===== src/design/bmmc_pkg.sv =====
package bmmc_pkg;

    localparam int RAM_BANK_BYTES    = 8192;
    localparam int ROM_BANK_BYTES    = 16384;
    localparam int RAM_BANKS_DEFAULT = 4;

    localparam int RAM_OFS_W  = $clog2(RAM_BANK_BYTES);
    localparam int ROM_OFS_W  = $clog2(ROM_BANK_BYTES);
    localparam int ROM_BANK_W = 7;
    localparam int ROM_ADDR_W = ROM_BANK_W + ROM_OFS_W;
    localparam int CART_IDX_W = 2 + RAM_OFS_W;

    // video, work and the 0xFExx/0xFFxx page share one array
    localparam int SYS_PAGE_BYTES = 512;
    localparam int SYS_DEPTH      = 2 * RAM_BANK_BYTES + SYS_PAGE_BYTES;
    localparam int SYS_IDX_W      = $clog2(SYS_DEPTH);

    localparam logic [3:0] RAM_EN_KEY  = 4'hA;
    localparam logic [7:0] BYTE_FF     = 8'hFF;
    localparam logic [7:0] SPRITE_END  = 8'hA0;
    localparam logic [7:0] IRQ_EN_LOW  = 8'hFF;

    typedef enum logic [1:0] {
        BR_RAM_EN  = 2'd0,
        BR_ROM_LO  = 2'd1,
        BR_ROM_HI  = 2'd2,
        BR_MODE    = 2'd3
    } bank_reg_t;

    typedef enum logic [1:0] {
        SRC_REG  = 2'd0,
        SRC_SYS  = 2'd1,
        SRC_CART = 2'd2
    } rd_src_t;

    typedef struct packed {
        logic        func;
        logic [15:0] bus_address;
        logic [7:0]  write_data;
    } bus_req_t;

    typedef struct packed {
        logic [7:0]            read_data;
        logic                  rom_fetch;
        logic [ROM_ADDR_W-1:0] rom_address;
    } bus_rsp_t;

    typedef struct packed {
        logic                  sys_we;
        logic                  sys_re;
        logic [SYS_IDX_W-1:0]  sys_idx;
        logic                  cart_we;
        logic                  cart_re;
        logic [CART_IDX_W-1:0] cart_idx;
        logic [7:0]            wdata;
        rd_src_t               src;
        logic [7:0]            reg_byte;
        logic                  rom_fetch;
        logic [ROM_ADDR_W-1:0] rom_address;
    } mem_req_t;

endpackage


===== src/design/bmmc_bank_regs.sv =====
module bmmc_bank_regs #(
    parameter int RAM_BANKS = bmmc_pkg::RAM_BANKS_DEFAULT
) (
    input  logic                aclk,
    input  logic                aresetn,
    input  logic                accept,
    input  bmmc_pkg::bus_req_t  req,
    output bmmc_pkg::mem_req_t  mreq
);

    logic [bmmc_pkg::ROM_BANK_W-1:0] rom_bank_reg, rom_bank_next;
    logic [1:0]                      ram_bank_reg, ram_bank_next;
    logic                            ram_en_reg, ram_en_next;
    logic                            mode_reg, mode_next;
    logic [7:0]                      irq_en_reg, irq_en_next;

    logic [15:0] addr;
    logic [7:0]  wd;
    logic        wr;
    logic [1:0]  bank_mod;
    logic [4:0]  rom_lo;

    assign addr = req.bus_address;
    assign wd   = req.write_data;
    assign wr   = req.func;

    // bank number folded into the populated banks
    always_comb begin
        unique case (ram_bank_reg)
            2'd0:    bank_mod = 2'd0;
            2'd1:    bank_mod = 2'(1 % RAM_BANKS);
            2'd2:    bank_mod = 2'(2 % RAM_BANKS);
            default: bank_mod = 2'(3 % RAM_BANKS);
        endcase
    end

    assign rom_lo = (wd[4:0] == 5'd0) ? 5'd1 : wd[4:0];

    always_comb begin
        rom_bank_next = rom_bank_reg;
        ram_bank_next = ram_bank_reg;
        ram_en_next   = ram_en_reg;
        mode_next     = mode_reg;
        irq_en_next   = irq_en_reg;
        if (accept && wr && !addr[15]) begin
            unique case (bmmc_pkg::bank_reg_t'(addr[14:13]))
                bmmc_pkg::BR_RAM_EN: ram_en_next = (wd[3:0] == bmmc_pkg::RAM_EN_KEY);
                bmmc_pkg::BR_ROM_LO: rom_bank_next = {rom_bank_reg[6:5], rom_lo};
                bmmc_pkg::BR_ROM_HI: begin
                    if (!mode_reg) begin
                        rom_bank_next = {wd[1:0], rom_bank_reg[4:0]};
                    end else begin
                        ram_bank_next = wd[1:0];
                    end
                end
                bmmc_pkg::BR_MODE:   mode_next = wd[0];
                default:             mode_next = mode_reg;
            endcase
        end
        if (accept && wr && (addr == 16'hFFFF)) begin
            irq_en_next = wd;
        end
    end

    always_ff @(posedge aclk) begin
        if (!aresetn) begin
            rom_bank_reg <= 7'd1;
            ram_bank_reg <= 2'd0;
            ram_en_reg   <= 1'b0;
            mode_reg     <= 1'b0;
            irq_en_reg   <= 8'h00;
        end else begin
            rom_bank_reg <= rom_bank_next;
            ram_bank_reg <= ram_bank_next;
            ram_en_reg   <= ram_en_next;
            mode_reg     <= mode_next;
            irq_en_reg   <= irq_en_next;
        end
    end

    // address decode of the memory map
    always_comb begin
        mreq             = '0;
        mreq.src         = bmmc_pkg::SRC_REG;
        mreq.reg_byte    = 8'h00;
        mreq.wdata       = wd;
        mreq.cart_idx    = {bank_mod, addr[12:0]};
        if (!addr[15]) begin
            if (!wr) begin
                mreq.rom_fetch = 1'b1;
                if (!addr[14]) begin
                    mreq.rom_address = {{bmmc_pkg::ROM_BANK_W{1'b0}},
                                        addr[bmmc_pkg::ROM_OFS_W-1:0]};
                end else begin
                    mreq.rom_address = {rom_bank_reg, addr[bmmc_pkg::ROM_OFS_W-1:0]};
                end
            end
        end else if (addr[14:13] == 2'b00) begin
            mreq.sys_idx = {2'b00, addr[12:0]};
            mreq.sys_we  = wr;
            mreq.sys_re  = !wr;
            mreq.src     = wr ? bmmc_pkg::SRC_REG : bmmc_pkg::SRC_SYS;
        end else if (addr[14:13] == 2'b01) begin
            if (ram_en_reg) begin
                mreq.cart_we = wr;
                mreq.cart_re = !wr;
                mreq.src     = wr ? bmmc_pkg::SRC_REG : bmmc_pkg::SRC_CART;
            end else if (!wr) begin
                mreq.reg_byte = bmmc_pkg::BYTE_FF;
            end
        end else if (addr[15:9] != 7'h7F) begin
            // work ram and its echo
            mreq.sys_idx = {2'b01, addr[12:0]};
            mreq.sys_we  = wr;
            mreq.sys_re  = !wr;
            mreq.src     = wr ? bmmc_pkg::SRC_REG : bmmc_pkg::SRC_SYS;
        end else if (!addr[8] && (addr[7:0] >= bmmc_pkg::SPRITE_END)) begin
            // unusable region
            if (!wr) begin
                mreq.reg_byte = bmmc_pkg::BYTE_FF;
            end
        end else if (addr[8] && (addr[7:0] == bmmc_pkg::IRQ_EN_LOW)) begin
            if (!wr) begin
                mreq.reg_byte = irq_en_reg;
            end
        end else begin
            mreq.sys_idx = {2'b10, 4'b0000, addr[8:0]};
            mreq.sys_we  = wr;
            mreq.sys_re  = !wr;
            mreq.src     = wr ? bmmc_pkg::SRC_REG : bmmc_pkg::SRC_SYS;
        end
    end

    a_rom_bank_nonzero: assert property (@(posedge aclk) disable iff (!aresetn)
        $past(aresetn) |-> (rom_bank_reg[4:0] != 5'd0))
        else $error("rom bank low bits are zero");

endmodule


===== config.mk =====
export PLATFORM = sky130hd
export DESIGN_NAME = bmmc_bank_regs
export DESIGN_NICKNAME = d
export VERILOG_FILES = /design/src/design/bmmc_pkg.sv /design/src/design/bmmc_bank_regs.sv
export SDC_FILE = /design/constraint.sdc
export NUM_CORES = 1
export LEC_CHECK = 0
export BUFFER_PORTS_ARGS = -buffer_cell sky130_fd_sc_hd__buf_2
export CAP_MARGIN = 20
export CORE_MARGIN = 8
export CORE_UTILIZATION = 32
export CTS_BUF_LIST = sky130_fd_sc_hd__clkbuf_8
export DETAILED_ROUTE_END_ITERATION = 10
export PLACE_DENSITY_LB_ADDON = 0.08
export SLEW_MARGIN = 10
export SYNTH_ARGS = -nofsm -noshare
export SYNTH_HDL_FRONTEND = slang
export SYNTH_SLANG_ARGS = --single-unit

===== constraint.sdc =====
create_clock -name aclk -period 1.4 [get_ports aclk]
set_input_delay 0.14 -clock aclk [delete_from_list [all_inputs] [get_ports aclk]]
set_output_delay 0.14 -clock aclk [all_outputs]
set_load 0.1 [all_outputs]

==> summary.md <==
| Metric | Value |
|---|---|
| Synth warnings | 0 |
| Number of DRC markers after the initial detailed-route iteration | 52 |
| Ys async rst share | 0 |
| Clock tree root driver cell | sky130_fd_sc_hd__clkbuf_8 |
| Clock tree from TritonCTS | done |
| H-Tree Depth | 1 |
| Clock network fraction of design power | 0.164 |
| Detail Route Antenna Nets | 0 |
| Count of flip-flops with a built-in enable after synthesis | 0 |
| Total via count in the routed design | 1811 |
| Pin count of the biggest net entering global routing | 28 |
| Clock insertion delay at the later pin of the skew report | 0.25 ns |
| Post-synth design cell area | 1460 sq um |
| Final nets | 348 |
| Total length of routed wires | 6.24 mm |
| Number of global-route vias before repair | 1919 |
| Endpoint required time on the critical path | 1.26 ns |
| CP endpoint kind | output pin |
| Worst max-slew margin expressed relative to the limit | 0.669 |
| Post-Synthesis Net Count | 219 |
| Transition time at the pin with the least slew margin | 0.500 ns |
| Max Clock Freq | 0.650 GHz |
| Post-synthesis cell count | 191 |
| Buffers added on ports | 101 |
| Tcrit/Tclk final | 1.10 |
| Worst Slack Setup Final | -0.139 ns |
| Overall global routing resource usage | 0.169 |
| First-pass iteration count of the detailed router | 4 |
| Initial core utilization | 0.334 |
| Leading cell type in the layout, fill and taps excluded | sky130_fd_sc_hd__buf_12 |
| Average cell area after synthesis | 7.62 sq um |
| Fraction of power spent switching nets | 0.471 |
| Switch Pwr | 1.07 mW |
| Main synth FF type | sky130_fd_sc_hd__dfxtp_1 |
| Cell internal power dissipation | 1.20 mW |
| Die outline area | 6960 sq um |
| Sinks on Clock Net | 19 |
| Placeable core region | 4350 sq um |
| Setup repair after global routing missed its margin | yes |
| Number of endpoints failing setup at the final stage | 14 |
| Largest driver fanout on the critical path | 8 |
| Height of the chip | 83.4 um |
| Post-Route Utilization | 0.810 |
| Last weighted congestion value of the routability-driven placer | 0.739 |
| Slew Limit Fails | 0 |
| Die boundary width | 83.4 um |
| Via-to-Cell Ratio | 4.88 |
| # DRC | 0 |
| Number of maximum-capacitance violations | 0 |
| Synthesis-to-layout area growth | 142% |
| Violated checks | setup timing |
| Final Total Pwr | 2.27 mW |
| Top Ports | 102 |
| Hold Violations, Final | 0 |
| Launch instance of the worst register-to-register path | mode_reg |
| Data arrival time of the worst path | 1.40 ns |
| Buffer levels on the longest clock path | 2 |
| Worst-case reg-to-reg path depth | 3 |
| Flip-flop and latch count after synthesis | 19 |
| Share of total power in combinational logic | 0.596 |
| Capture instance of the worst register-to-register path | ram_bank_reg[1] |
| Global-route wire length before repair | 9.89 mm |
| Site Rows | 24 |
| Reg-to-reg setup timing slack | 0.36 ns |
| Flip-flop count of the largest register after layout | 8 |
| Number of antenna cells inserted | 0 |
| Worst hold margin | 0.151 ns |
| Clock transition at the register clock pins on the worst setup and hold paths after CTS | 0.07 ns |
| Antenna violations before repair | 0 |
| Clock period minus final worst setup slack | 1.54 ns |
| Maximum VDD drop | 0.000572 V |
| Lkg Pwr | 1.52 nW |
| Tightest Hold Check Type | in2reg |
| Worst setup skew after layout | 0.0000870 ns |
| Fraction of layout instances using a drive strength above 1 | 0.721 |
| Most used cells in the layout excluding fill and tap cells | 56 x sky130_fd_sc_hd__buf_12, 49 x sky130_fd_sc_hd__buf_4, 39 x sky130_fd_sc_hd__buf_2 |
| Worst setup SP type | input pin |
| Routed len/inst | 16.8 um |
| Number of clock buffers inserted by TritonCTS | 3 |
| GR Overflow Total | 0 |
| Hold path depth | 3 |
| Startpoint of the worst hold path | req[7] |
| Yosys cell types | 29 |
| Critical setup path kind | in2out |
| Power density relative to cell area | 644 nW/um^2 |
| Sequential share of the synthesized area | 0.261 |
| Part of the power in registers | 0.240 |
| Detailed-placement wirelength estimate | 4.71 mm |
| Run status | finished, violations left |
| Worst Hold Path EP | irq_en_reg[7] |
## critical path: stages
cell	delay, ns
sky130_fd_sc_hd__buf_8	0.08
sky130_fd_sc_hd__nand4_1	0.18
sky130_fd_sc_hd__o32ai_4	0.20
sky130_fd_sc_hd__buf_4	0.17
sky130_fd_sc_hd__a31oi_4	0.08
sky130_fd_sc_hd__buf_12	0.16
sky130_fd_sc_hd__nor3_4	0.16
sky130_fd_sc_hd__buf_12	0.20
## routing by layer
layer | global-route usage | up-vias | part of all wire
met1 | 0.185 | 874 | 0.39
li1 | - | 882 | -
met5 | 0 | - | 0
met2 | 0.322 | 49 | 0.56
met4 | 0.0267 | 0 | 0.0075
met3 | 0.0391 | 6 | 0.042
## through the flow
step	worst slack (ns)	std cells	setup TNS [ns]	instance area [sq um]
2_1_floorplan	-0.395	191	-6.12	1770
5_1_grt	-0.237	371	-2.04	3530
4_1_cts	-0.143	371	-1.09	3510
3_3_place_gp	-0.195	356	-2.34	3250
3_5_place_dp	-0.249	356	-3.43	3250
6_report	-0.139	371	-1.07	3530
## cell families after synthesis
kind of cell	Yosys count	synth area share
simple gates	110	0.426
buf+inv	37	0.162
flops	19	0.261
mux	18	0.124
compound gates	7	0.0275
## cell type report
type,instances,area (sq um)
clock buffer,3,41.3
clock inverter,1,3.75
multi-input combinational,135,1170
inverter,3,11.3
timing repair buffer,158,1850
fill,258,827
sequential,19,382
tap,52,65.1
## how the worst max path moves through the flow
stage	from	endpoint	slack [ns]
global placement	req[14]	mreq[29]	-0.19
global route	req[13]	mreq[28]	-0.24
floorplan	req[15]	mreq[22]	-0.39
finish	req[13]	mreq[28]	-0.14
CTS	ram_en_reg	mreq[28]	-0.14
detailed placement	req[14]	mreq[28]	-0.25
## what timing repair did
action	4_1_cts	5_1_grt
gates cloned	1	0
hold buffers	0	0
pin swaps	17	11
resized for setup	35	6
setup endpoints to repair	26	35
buffers inserted	10	5
## power groups by stage
stage / sequential, mW / clock [mW] / combinational, mW
finish: 0.545 / 0.372 / 1.35
global route: 0.545 / 0.398 / 1.39
detailed placement: 0.557 / 0 / 1.29
CTS: 0.545 / 0.386 / 1.35
floorplan: 0.557 / 0 / 0.865
global placement: 0.557 / 0 / 1.28
## synth_stat cells (all sizes together) (3+ instances only)
master  count  area, sq um
nor2       10         42.5
nand3       4         20.0
nor3       23          131
clkbuf      7         26.3
nor2b      10         62.6
o21ai       3         15.0
and2       26          163
nand2      19         73.8
and3        9         56.3
dfxtp      19          380
mux2i      18          180
buf        27          198
inv         3         11.3
Note: power is estimated with default switching activity, not from simulation.
